===== config.mk =====
export PLATFORM = sky130hd
export DESIGN_NAME = mbd_front
export DESIGN_NICKNAME = d
export VERILOG_FILES = /design/src/rtl/mbd_pkg.sv /design/src/rtl/mbd_front.sv
export SDC_FILE = /design/constraint.sdc
export NUM_CORES = 1
export LEC_CHECK = 0
export ABC_AREA = 1
export BUFFER_PORTS_ARGS = -buffer_cell sky130_fd_sc_hd__buf_2
export CELL_PAD_IN_SITES_DETAIL_PLACEMENT = 0
export CELL_PAD_IN_SITES_GLOBAL_PLACEMENT = 1
export CORE_MARGIN = 3
export CORE_UTILIZATION = 40
export CTS_CLUSTER_SIZE = 8
export DETAILED_ROUTE_END_ITERATION = 10
export PLACE_DENSITY = 0.86
export SYNTH_ARGS = -nofsm -noshare
export SYNTH_HDL_FRONTEND = slang
export SYNTH_SLANG_ARGS = --single-unit
export TNS_END_PERCENT = 100

===== constraint.sdc =====
create_clock -name clk -period 4.4 [get_ports clk]
set_input_delay 0.66 -clock clk [delete_from_list [all_inputs] [get_ports clk]]
set_output_delay 0.66 -clock clk [all_outputs]
set_load 0.1 [all_outputs]

===== src/rtl/mbd_pkg.sv =====
`timescale 1ns / 1ps
package mbd_pkg;
    localparam int LANE_W = 10;
    localparam int PIX_W  = 4 * LANE_W;
    localparam int LVL_W  = 4;
    localparam int POS_W  = 11;
    localparam int DIM_W  = 13;

    localparam logic [1:0] REG_WIDTH  = 2'd0;
    localparam logic [1:0] REG_HEIGHT = 2'd1;
    localparam logic [1:0] REG_LEVELS = 2'd2;

    typedef logic [PIX_W-1:0] pix_t;

    // one result beat
    typedef struct packed {
        logic [LVL_W-1:0] level;
        logic [POS_W-1:0] x;
        logic [POS_W-1:0] y;
        logic [7:0]       r;
        logic [7:0]       g;
        logic [7:0]       b;
        logic [7:0]       a;
        logic             last;
    } res_t;

    // rounded quarter of each 10-bit lane, repacked
    function automatic pix_t quarter_round(input pix_t t);
        pix_t r;
        logic [LANE_W-1:0] s;
        r = '0;
        for (int k = 0; k < 4; k++) begin
            s = t[k*LANE_W +: LANE_W] + LANE_W'(2);
            r[k*LANE_W +: LANE_W] = {2'b00, s[LANE_W-1:2]};
        end
        return r;
    endfunction

    function automatic pix_t lane_add(input pix_t a, input pix_t b);
        pix_t r;
        for (int k = 0; k < 4; k++)
            r[k*LANE_W +: LANE_W] = a[k*LANE_W +: LANE_W] + b[k*LANE_W +: LANE_W];
        return r;
    endfunction
endpackage


===== src/rtl/mbd_front.sv =====
`timescale 1ns / 1ps
// Accepts pixels, packs them into lanes and holds them in a two-entry queue.
module mbd_front
    import mbd_pkg::*;
(
    input  logic       clk,
    input  logic       rst_n,
    input  logic       flush,
    input  logic       in_valid,
    output logic       in_stall,
    input  logic [7:0] red_in,
    input  logic [7:0] green_in,
    input  logic [7:0] blue_in,
    input  logic [7:0] alpha_in,
    output logic       q_valid,
    output pix_t       q_pix,
    input  logic       q_take
);
    pix_t q_mem_reg [2];
    logic wr_ptr_reg, rd_ptr_reg;
    logic [1:0] cnt_reg;
    logic push, pop;

    assign in_stall = (cnt_reg == 2'd2);
    assign push = in_valid && !in_stall;
    assign q_valid = (cnt_reg != 2'd0);
    assign pop = q_valid && q_take;
    assign q_pix = q_mem_reg[rd_ptr_reg];

    always_ff @(posedge clk)
    begin
        if (push)
            q_mem_reg[wr_ptr_reg] <= {2'b00, alpha_in, 2'b00, blue_in,
                                      2'b00, green_in, 2'b00, red_in};
    end

    always_ff @(posedge clk or negedge rst_n)
    begin
        if (!rst_n)
        begin
            wr_ptr_reg <= 1'b0;
            rd_ptr_reg <= 1'b0;
            cnt_reg    <= 2'd0;
        end
        else if (flush)
        begin
            wr_ptr_reg <= 1'b0;
            rd_ptr_reg <= 1'b0;
            cnt_reg    <= 2'd0;
        end
        else
        begin
            if (push) wr_ptr_reg <= !wr_ptr_reg;
            if (pop)  rd_ptr_reg <= !rd_ptr_reg;
            cnt_reg <= cnt_reg + 2'(push) - 2'(pop);
        end
    end
endmodule


==> impl_results.md, run 1 <==
- Status: complete, no violations
- Initial DRC count: 63
- Vias in the first global route: 1574
- DRC: 0
- CTS hold repair buffers: 0
- RSZ-0062 raised after global routing: no
- Avg Cell Area, Syn: 12.8 sq um
- Maximum net fanout on the critical path: 34
- Drt pass-1 iters: 4
- Peak Freq: 337 MHz
- Initial antenna violation count: 0
- Die span in y: 88.1 microns
- Total CTS buffers: 9
- Worst Path Required: 3.74 ns
- Rows: 29
- Hpwl dp: 3.04 mm
- Final Hold Viols: 0
- Seq/Total Area, Yosys: 0.750
- Clock sink total: 68
- Clock Skews: 0.00328 ns
- Setup TNS: 0 ns
- Area growth syn-to-layout: 20.2%
- Placer Congestion: 0.686
- Final Setup Violations: 0
- Relative slew slack: 0.140
- Critical Path Start Type: flop
- Worst EP arrival: 2.31 ns
- Asr flop ratio synth: 0.0588
- CTS tree: built
- Gr ovfl total: 0
- Initial core utilization: 0.418
- Yosys reg bits: 68
- Yosys warns: 0
- Total track usage: 0.131
- Post-cts sizing count: 0
- Number of synthesized flops with an enable pin: 64
- Clock buffer depth: 2
- Routed length per instance: 13.1 microns
- Fin crit share: 0.675
- Total vias in the final route: 1640
- Layout cell share with drive strength beyond 1: 0.339
- Final Net Count: 323
- IO Pins: 79
- Fin. max-slew vios: 0
- Mapped Area: 0.00270 sq mm
- Post-route ant nets: 0
- Hold slack: 0.121 ns
- First-pass GRT wire length: 7.38 mm
- Vias per inst: 4.48
- Max reg flops: 64
- Worst path max stage delay: 1.20 ns
- Most frequent cells after synthesis: nand2_1, edfxtp_1, buf_4, nand2_2, inv_1
- Distinct cell type count after synthesis: 15
- Min Tclk post-route: 2.97 ns
- Core Area: 0.00646 sq mm
- Min-delay worst type: input pin to asynchronous set/reset pin
- H-tree level count: 3
- Number of max-cap violations: 0
- Root Driver: clkbuf_8
- CP max stage cell: dfrtp_1
- Most frequent cell after synthesis: nand2_1
- Least-Margin Pin Slew: 1.29 ns
- Antenna cells: 0
- Buffers on Ports: 70
- Routed WL: 4.81 mm
- Crit end category: output port
- Die X: 88.1 microns
- Die area: 0.00777 sq mm
- Synth top area share: 0.712
- CP Cell Sequence: inv_8 -> nand2_1 -> nand2_1 -> buf_2
- Largest net degree at the start of global routing: 35
- Ranking of synthesized cells by area: edfxtp_1, nand2_1, dfrtp_1
- Setup Buffers After CTS: 0
- CP most frequent cell: nand2_1
- Synth Instances: 211
- Clock Pin Slew Worst Setup and Hold Paths: 0.07 ns
- Synth area leader: edfxtp_1
- Top_reg_cell synth: edfxtp_1
- Latest clock arrival within the worst-skew pair: 0.33 ns
- Setup CP Type: flop to output port
[worst max-delay path: cells and delay by family, from the launching register on]
kind / cells / cell delay, ns
and+or+nand+nor: 2 / 0.22
buffers and inverters: 2 / 0.54
DFF: 1 / 1.20
[path summary, 6_finish.rpt]
kind,start,to,slack [ns],depth (start not counted)
setup / recovery,rd_ptr_reg$_DFFE_PN0P_,q_pix[21],1.43,4
hold / removal,rst_n,cnt_reg[1]$_DFF_PN0_,0.12,1
setup reg to reg,cnt_reg[1]$_DFF_PN0_,q_mem_reg[0][30]$_DFFE_PP_,2.54,3
hold reg to reg,wr_ptr_reg$_DFFE_PN0P_,wr_ptr_reg$_DFFE_PN0P_,0.58,2
max in group asynchronous,rst_n,cnt_reg[0]$_DFF_PN0_,4.16,1
min in group clk,flush,cnt_reg[0]$_DFF_PN0_,0.49,2
[cells by family (layout without fill, tap and decap cells)]
group	count (synthesis)	in the layout	share of synthesized area
flops	68	68	0.750
other cells	1	8	0.00139
fa+ha+maj	2	2	0.00927
compound gates	1	1	0.00185
buf+inv	25	96	0.0668
simple gates	114	114	0.171
[area by class of cell]
cell class / instances / area (sq um)
Clock buffer: 10 / 128
Timing Repair Buffer: 70 / 350
Tap cell: 77 / 96.3
Fill cell: 573 / 3220
Sequential cell: 68 / 2020
Clock inverter: 6 / 63.8
Inverter: 10 / 45.0
Multi-Input combinational cell: 125 / 537
[per-layer routing]
metal / vias to the layer above / wire length (microns) / track usage
met4: 0 / 63 / 0.0646
met2: 61 / 2320 / 0.206
met3: 7 / 361 / 0.0470
met5: - / 0 / 0
li1: 826 / - / -
met1: 746 / 2060 / 0.160
[stage by stage]
stage / instances / instance area, sq um / setup WS, ns / utilization
floorplan: 218 / 2720 / 1.87 / -
global placement: 350 / 3050 / 1.74 / 0.472
detailed placement: 350 / 3050 / 1.74 / 0.472
CTS: 366 / 3240 / 1.34 / 0.502
global route: 366 / 3240 / 1.25 / 0.502
finish: 366 / 3240 / 1.43 / 0.502
[layout by cell type (no fill, tap or decap), drive strengths merged]
master,Yosys,routed
a21oi,1,1
nand4,2,2
conb,1,8
buf,15,70
inv,10,11
bufinv,0,1
nor2,4,4
clkinvlp,0,2
nand2,105,105
edfxtp,64,64
nand3,3,3
clkbuf,0,10
dfrtp,4,4
ha,2,2
clkinv,0,2
Power of run 1 is left out: the tool's default activity adds up to more than one toggle a clock period on the data nets, which glitch-free logic cannot reach.
==> inputs of run 2 (changes only) <==
--- a/config.mk
+++ b/config.mk
@@ -10,10 +10,10 @@
 export CELL_PAD_IN_SITES_DETAIL_PLACEMENT = 0
 export CELL_PAD_IN_SITES_GLOBAL_PLACEMENT = 1
 export CORE_MARGIN = 3
-export CORE_UTILIZATION = 40
+export CORE_UTILIZATION = 36
 export CTS_CLUSTER_SIZE = 8
 export DETAILED_ROUTE_END_ITERATION = 10
-export PLACE_DENSITY = 0.86
+export PLACE_DENSITY = 0.82
 export SYNTH_ARGS = -nofsm -noshare
 export SYNTH_HDL_FRONTEND = slang
 export SYNTH_SLANG_ARGS = --single-unit
==> constraint.sdc (replaced) <==
create_clock -name clk -period 2.7 [get_ports clk]
set_input_delay 0.405 -clock clk [delete_from_list [all_inputs] [get_ports clk]]
set_output_delay 0.405 -clock clk [all_outputs]
set_load 0.1 [all_outputs]
==> run 2 against run 1 <==
- die area grew 10%
- hold slack gained 0.12 ns
- wire length grew 4.3%
- setup slack lost 1.0 ns
- first-iteration DRC count shrank 9.5%
- sequential cell count is the same
- cell count grew 6.0%
- register-to-register slack lost 1.7 ns
- utilization shrank 2.7 points
- largest cell class unchanged
==> impl_results.md, run 2 (synthesis gave the netlist of run 1 again) <==
- CP most frequent cell: nand2_1
- Buffers on Ports: 70
- RSZ-0062 raised after global routing: no
- Largest net degree at the start of global routing: 34
- Final Hold Viols: 0
- Number of max-cap violations: 0
- Min Tclk post-route: 2.27 ns
- Area of the multi-input gates: 537 sq um
- Final Net Count: 327
- Fin crit share: 0.839
- CP max stage cell: dfrtp_1
- Antenna cells: 0
- Maximum net fanout on the critical path: 24
- Peak Freq: 441 MHz
- Initial DRC count: 57
- Vias per inst: 4.34
- Clock Pin Slew Worst Setup and Hold Paths: 0.07 ns
- Leading cell types in the layout, fill and taps excluded: nand2_1, buf_2, edfxtp_1
- Critical path buffer and inverter count: 2
- Clock sink total: 68
- Worst EP arrival: 1.86 ns
- Setup CP Type: flop to output port
- Commonest non-fill, non-tap cell in the layout: nand2_1
- Min-delay worst type: input pin to flop
- Clock buffer depth: 2
- Core Area: 0.00702 sq mm
- CTS tree: built
- Final-layout fill cell count: 654
- Area taken by flip-flops and latches: 0.00202 sq mm
- Routed length per instance: 12.9 microns
- Relative slew slack: 0.615
- Area growth syn-to-layout: 23.6%
- Critical Path Start Type: flop
- Routed WL: 5.02 mm
- Setup TNS: 0 ns
- Latest clock arrival within the worst-skew pair: 0.34 ns
- Clock Skews: 0.00908 ns
- Fin. max-slew vios: 0
- DRC: 0
- First-pass GRT wire length: 7.89 mm
- Least-Margin Pin Slew: 0.578 ns
- Max reg flops: 64
- Die X: 92.6 microns
- Status: complete, no violations
- H-tree level count: 3
- Crit end category: output port
- Hpwl dp: 3.42 mm
- Die area: 0.00857 sq mm
- Initial antenna violation count: 1
- Total CTS buffers: 9
- Gr ovfl total: 0
- Total track usage: 0.123
- Drt pass-1 iters: 4
- Root Driver: clkbuf_8
- CP Cell Sequence: buf_12 -> nand2_1 -> nand2_1 -> buf_2
- Layout cell share with drive strength beyond 1: 0.346
- Final Setup Violations: 0
- CP delay by family, top: flip-flops
- Post-route ant nets: 0
- Die span in y: 92.6 microns
- Worst path max stage delay: 0.71 ns
- Rows: 30
- Placer Congestion: 0.657
- IO Pins: 79
- Initial core utilization: 0.384
- Vias in the first global route: 1646
- Worst Path Required: 2.30 ns
- Total vias in the final route: 1683
-- run 2: worst paths after layout --
| check | from | end | slack, ns | depth (start not counted) |
|---|---|---|---|---|
| setup / recovery | rd_ptr_reg$_DFFE_PN0P_ | q_pix[27] | 0.43 | 4 |
| hold / removal | flush | cnt_reg[0]$_DFF_PN0_ | 0.24 | 2 |
| setup reg to reg | cnt_reg[1]$_DFF_PN0_ | q_mem_reg[0][31]$_DFFE_PP_ | 0.87 | 4 |
| hold reg to reg | wr_ptr_reg$_DFFE_PN0P_ | wr_ptr_reg$_DFFE_PN0P_ | 0.61 | 2 |
| max in group asynchronous | rst_n | wr_ptr_reg$_DFFE_PN0P_ | 2.16 | 2 |
| min in group asynchronous | rst_n | rd_ptr_reg$_DFFE_PN0P_ | 0.41 | 2 |
-- run 2: cell type report --
class                   instances  area share
multi-input cells             125       0.161
well taps                      96      0.0360
flip-flops and latches         68       0.607
inverters                      10      0.0135
clock inverters                 6      0.0270
clock buffers                   9      0.0372
repair buffers                 74       0.119
-- run 2: worst reg2reg max path, stage by stage, from the launching register on --
cell and delay (ns):
dfrtp_1 0.40, nand2_1 0.12, nand2_1 0.18, nor2_4 0.45, buf_4 0.37
-- run 2: repair_timing --
action | in CTS | in global routing
buffers inserted | 0 | 0
resized for setup | 0 | 0
hold buffers | 1 | 0
endpoints found under the hold margin | 4 | 0
-- run 2: layer usage --
layer | vias to the layer above | track usage | share of wire
li1 | 836 | - | -
met2 | 65 | 0.203 | 0.50
met5 | - | 0 | 0.0026
met4 | 2 | 0.0557 | 0.011
met1 | 770 | 0.145 | 0.42
met3 | 10 | 0.0422 | 0.073
-- run 2: stage by stage --
stage          area (sq um)  std cells  hold slack [ns]  setup slack, ns  utilization
2_1_floorplan          2720        218            0.109            0.350            -
3_3_place_gp           3110        372            0.227            0.812        0.443
3_5_place_dp           3110        372            0.224            0.775        0.443
4_1_cts                3330        388            0.222            0.399        0.475
5_1_grt                3330        388            0.231            0.314        0.475
6_report               3330        388            0.239            0.434        0.475
Power of run 2 is left out for the same reason.
